### src/hdl/ptd_pkg.sv
package ptd_pkg;

   // input coordinates and derived widths
   localparam int COORD_W   = 18;
   localparam int N_FIELDS  = 12;
   localparam int DIFF_W    = COORD_W + 1;
   localparam int PROD_W    = 2 * DIFF_W;
   localparam int DOT_W     = PROD_W + 2;
   localparam int NRM_W     = PROD_W + 1;
   localparam int S_W       = DIFF_W + NRM_W + 2;
   localparam int DEN_W     = 2 * NRM_W + 2;
   localparam int EDGE_W    = 2 * DOT_W;
   localparam int NUM_W     = 2 * S_W;

   // wide multiplier: 64x64 signed, built from 32x32 partial products
   localparam int MUL_W     = 64;
   localparam int MULP_W    = 2 * MUL_W;

   // result
   localparam int DIST_W    = 38;
   localparam int REG_W     = 3;

   // stream widths
   localparam int REQ_DATA_W = N_FIELDS * COORD_W;
   localparam int RSP_DATA_W = ((DIST_W + 7) / 8) * 8;
   localparam int RSP_USER_W = REG_W + 1;

   localparam int QUEUE_DEPTH = 4;

   typedef enum logic [REG_W-1:0] {
      REGION_FACE   = 3'd0,
      REGION_EDGE01 = 3'd1,
      REGION_EDGE12 = 3'd2,
      REGION_EDGE20 = 3'd3,
      REGION_VERT0  = 3'd4,
      REGION_VERT1  = 3'd5,
      REGION_VERT2  = 3'd6
   } region_type;

   // one classified item: up to three quotient lanes
   typedef struct packed {
      logic [NUM_W-1:0]  num0;
      logic [DEN_W-1:0]  den0;
      logic [EDGE_W-1:0] num1;
      logic [DOT_W-1:0]  den1;
      logic [EDGE_W-1:0] num2;
      logic [DOT_W-1:0]  den2;
      region_type        reg0;
      region_type        reg1;
      region_type        reg2;
      logic              degen;
   } q_entry_type;

   typedef struct packed {
      logic full;
      logic empty;
   } queue_status_type;

endpackage

### src/hdl/ptd_queue.sv
module ptd_queue (
   input  logic                       clock,
   input  logic                       reset,
   input  logic                       push,
   input  ptd_pkg::q_entry_type       wr_entry,
   input  logic                       pop,
   output ptd_pkg::q_entry_type       rd_entry,
   output ptd_pkg::queue_status_type  status
);

   localparam int PTR_W = $clog2(ptd_pkg::QUEUE_DEPTH);
   localparam int CNT_W = $clog2(ptd_pkg::QUEUE_DEPTH + 1);

   ptd_pkg::q_entry_type slot_ff [ptd_pkg::QUEUE_DEPTH];
   logic [PTR_W-1:0]     wr_ptr_ff, wr_ptr_in, rd_ptr_ff, rd_ptr_in;
   logic [CNT_W-1:0]     cnt_ff, cnt_in;

   assign status.full  = (cnt_ff == CNT_W'(ptd_pkg::QUEUE_DEPTH));
   assign status.empty = (cnt_ff == '0);
   assign rd_entry     = slot_ff[rd_ptr_ff];

   assign wr_ptr_in = push ? PTR_W'(wr_ptr_ff + 1'b1) : wr_ptr_ff;
   assign rd_ptr_in = pop  ? PTR_W'(rd_ptr_ff + 1'b1) : rd_ptr_ff;

   always_comb begin
      cnt_in = cnt_ff;
      case ({push, pop})
         2'b10:   cnt_in = CNT_W'(cnt_ff + 1'b1);
         2'b01:   cnt_in = CNT_W'(cnt_ff - 1'b1);
         default: cnt_in = cnt_ff;
      endcase
   end

   always_ff @(posedge clock) begin
      if (reset) begin
         wr_ptr_ff <= '0;
         rd_ptr_ff <= '0;
         cnt_ff    <= '0;
      end else begin
         wr_ptr_ff <= wr_ptr_in;
         rd_ptr_ff <= rd_ptr_in;
         cnt_ff    <= cnt_in;
      end
   end

   always_ff @(posedge clock) begin
      if (push) begin
         slot_ff[wr_ptr_ff] <= wr_entry;
      end
   end

endmodule

### config.mk
export PLATFORM = sky130hd
export DESIGN_NAME = ptd_queue
export DESIGN_NICKNAME = d
export VERILOG_FILES = /design/src/hdl/ptd_pkg.sv /design/src/hdl/ptd_queue.sv
export SDC_FILE = /design/constraint.sdc
export NUM_CORES = 1
export LEC_CHECK = 0
export BUFFER_PORTS_ARGS = -buffer_cell sky130_fd_sc_hd__clkbuf_2
export CAP_MARGIN = 0
export CORE_AREA = 2 2 364 330
export CTS_BUF_LIST = sky130_fd_sc_hd__clkbuf_16
export DETAILED_ROUTE_END_ITERATION = 7
export DIE_AREA = 0 0 366 332
export PLACE_DENSITY = 0.88
export SYNTH_ARGS = -nofsm -noshare
export SYNTH_HDL_FRONTEND = slang
export SYNTH_SLANG_ARGS = --single-unit
### constraint.sdc
create_clock -name clock -period 24.7 [get_ports clock]
set_clock_uncertainty 0.1 [all_clocks]
set_input_delay 0 -clock clock [delete_from_list [all_inputs] [get_ports clock]]
set_output_delay 0 -clock clock [all_outputs]
set_load 0.02 [all_outputs]
## Yosys cells after proc, flatten, opt, wreduce, memory -nomap -nowiden

Memories as Yosys holds them, arrays and structs flattened. A register that Yosys moved wholly into a read port is not among the register bits.
Cells that the tools add are included.

- Input port bits: 454
- Memories kept: 1
- Word-level logic and storage cells: 18
- Bits in registers: 7
- Bits in writable memories: 1,800

- Multiplexer cells: 5
- Reductions and logical operators: 2
- Add/subtract/negate cells: 4
- Equality and inequality tests: 3

Memories:

| memory | words | width | read ports | clocked after Yosys merged registers in | write ports | RTL line | text |
|---|---|---|---|---|---|---|---|
| slot_ff | 4 | 450 | 1 | 1 | 1 | ptd_queue.sv:14 | `ptd_pkg::q_entry_type slot_ff [ptd_pkg::QUEUE_DEPTH];` |

Operators by type and width:

| operator | number |
|---|---|
| $pmux 3 s2 | 1 |
| $add 2x1->2 const B | 2 |
| $mux 2 | 2 |
| $add 3x1->3 const B | 1 |
| $eq 3x3->1 const B | 1 |
| $logic_not 3->1 | 1 |
| $sub 3x1->3 const B | 1 |
| $eq 2x1->1 const B | 1 |
| $eq 2x2->1 const B | 1 |
| $mux 1 | 2 |
| $reduce_bool 2->1 | 1 |

## Longest topological paths before layout

- Depth after elaboration: 3
- Depth in mapped cells: 7

## Worst setup path after synthesis

Ideal clock, no wire load.

- Kind: flip-flop to flip-flop
- From: register wr_ptr_ff[0]
- To: memory slot_ff[0][0] in the netlist's numbering (enable)
- Data required time: 23.730 ns
- Arrival: 10.687 ns
- Stages on the path, launching flop included: 4
- Path buffers: 0
- Library setup time: 0.870 ns
- Clock period less this slack: 11.657 ns
- Slack: 13.043 ns
- Cells stage by stage: dfxtp_1 -> inv_1 -> ha_1 -> and2_1

RTL lines:

| what | RTL line | text |
|---|---|---|
| start: declaration | ptd_queue.sv:15 | `logic [PTR_W-1:0] wr_ptr_ff, wr_ptr_in, rd_ptr_ff, rd_ptr_in;` |
| start signal: assignment | ptd_queue.sv:40 | `wr_ptr_ff <= wr_ptr_in;` |
| end: declaration | ptd_queue.sv:14 |  |

No word-level cell before the write port.

==> out/metrics.cfg <==
[synthesis]
async_reset_ff_share_pct = 0
synth_top_family_by_area = multiplexers
synth.most_common_cell = edfxtp_1
netlist.area_leader.share_pct = 82.66
syn_nets = 2857
synth_ff_type = edfxtp_1
synthCells = 2397
synth_seq_cells = 1809
synth_area_leaders = edfxtp_1, mux4_2, buf_6
synth-simple-area-share_pct = 0.1167
synth_xor_xnor_area_share_pct = 0.06697
synthMuxAreaShare_pct = 15.51
post_synth_instance_area_um2 = 65390
synth_top_area_cell = edfxtp_1
synth-seq-area-share_pct = 82.93
syn_area_per_cell_um2 = 27.28
synth_common_cells = edfxtp_1, mux4_2, buf_2, buf_6, dfxtp_1
ys_warn_count = 0
synth_adder_area_share_pct = 0.1263
synth_compound_area_share_pct = 0.02296
synthDistinctLibCells = 21
synth-edff-count = 1800

[sta]
min_period_ps = 6080
worst_pin_slew_ps = 1201
fin_ws_ps = 18620
fmax_ghz = 0.1645
setup_viol = 0
min_period_over_period_pct = 24.62
whs_ps = 26.32
rsz0062_at_grt = no
drv_slew = 0
slew_headroom_pct = 19.93
final_hold_viol_count = 0
setup_tns_ps = 0

[status]
status = finished, final reports clean

[place]
dp_slack_ps = 19290
port-buffer-count = 905
gp_congestion = 0.8063
placed_area_um2 = 71480
place_hpwl_mm = 96.56
place_inst = 4826

[power]
power.leakage_uw = 0.02965
power_density_nw_per_um2 = 82.99
vdd_ir_drop_max_mv = 0.09282

[detailed_routing]
viasPerCell = 6.332
drc = 0
totalWireLength_mm = 210.0
drt_first_iter_violations = 5456
routedWlPerCell_um = 34.56
ant_nets = 0
vias = 38480
first_pass_iters = 6

[critical_path]
critical_path_peak_fanout = 53
critPathRequiredTime_ps = 24600
worstSetupPathType = register to output pin
critPathArrivalTime_ps = 5980
endpoint_kind = output pin
start_kind = register

[clock_network]
cts_hold_buf = 904
cts_tree = yes
clock_latency_ps = 800
clock-root-buffer = clkbuf_16
cts_made_buffers = 165
clk_pin_slew_worst_paths_ps = 70
post_cts_buffers = 0
clock_path_buffers = 3
htree_levels = 4
cts_sinks = 1809
cts_resized = 0

[floorplanning]
ios = 906
rows = 120
dieArea_um2 = 121500
dieWidth_um = 366
die_y_um = 332
start_util_pct = 55.41
core_region_area_um2 = 118000

[layout]
postLayoutCellArea_um2 = 85910
fin_cells = 6077
syn2layout_area_growth_pct = 31.38
drive_gt1_share_pct = 36.60
area.sequential_um2 = 54240
nNetsFinal = 4771
fillCellCount = 5943
multi_input_area_um2 = 10370

[global_route]
grt_pass1_wl_mm = 293.5
grt_usage_pct = 34.03
antenna_found_initial = 31
grt_max_degree = 156
grt_overflow_total = 0
grt_pass1_vias = 40230

[run]
cap_viol_max_count = 0

[min_path]
hp-class = input port to register

[worst paths after layout]
path                 start               to  slack, ps  cells after the start
max               register    rd_entry[347]      18620                      6
min          wr_entry[338]  slot_ff[3][338]         30                      2
max reg2reg   wr_ptr_ff[0]  slot_ff[0][111]      19180                      7
min reg2reg      cnt_ff[0]        cnt_ff[0]        510                      2
[layout by cell type (no fill, tap or decap)]
cell and n:
edfxtp_1 1800, clkbuf_2 905, dlygate4sd3_1 904, mux4_2 450, clkbuf_16 167, inv_1 44, diode_2 43, clkinv_1 38
buf_4 36, clkinv_2 24, bufinv_16 13, clkinvlp_4 9, nor2_1 8, dfxtp_1 7, inv_6 6, ha_1 5
and2_4 4, inv_16 4, xor2_1 3, buf_12 3, xnor2_1 2, a21oi_1 2, dfxtp_4 2, clkinv_16 2
clkinv_8 2, nor3_1 1, and3_1 1, nand2_1 1, mux2i_1 1, o21ai_0 1, or3_1 1, fa_1 1
clkinv_4 1
[stage by stage]
stage	utilization, %	total power, µW
floorplan	-	4152
global placement	60.57	4340
detailed placement	60.57	4380
CTS	72.71	7015
global route	72.77	7266
finish	72.80	7130
[worst max-delay path, stage by stage, from the launching register on]
cell and delay (ps):
dfxtp_4 1120, buf_4 650, buf_4 770, buf_4 860
buf_4 770, mux4_2 630, clkbuf_2 180
[cell type report]
| type | count | area share [%] |
|---|---|---|
| Sequential cell | 1809 | 63.13 |
| Multi-Input combinational cell | 481 | 12.07 |
| Timing Repair Buffer | 1848 | 16.19 |
| Clock inverter | 137 | 1.277 |
| Inverter | 6 | 0.02622 |
| Clock buffer | 167 | 4.864 |
| Tap cell | 1586 | 2.310 |
| Antenna cell | 43 | 0.1252 |
[power by group]
group / switching (µW) / leakage, µW / internal (µW)
Combinational: 554 / 0.0103 / 369
Clock: 1230 / 0.00271 / 1380
Sequential: 67.7 / 0.0166 / 3530
Total: 1850 / 0.0297 / 5280
[kinds of logic after synthesis]
family,after synthesis
DFF,1809
muxes,451
buffers and inverters,107
and+or+nand+nor,16
adders and majority gates,6
xor gates and xnor gates,5
AOI/OAI and AO/OA,3
[sequential cells by signal, indices dropped and copies added (netlist names), named ones only]
signal,count
rd_ptr_ff,2
slot_ff,1800
cnt_ff,3
wr_ptr_ff,2
[metal layers]
layer	vias up	share of wire (%)	global-route usage, %
li1	14380	-	-
met1	19570	30	37.53
met2	3657	52	58.46
met3	866	11	9.077
met4	6	8.1	22.04
met5	-	0.016	0
Power figures use the tool's default switching activity.
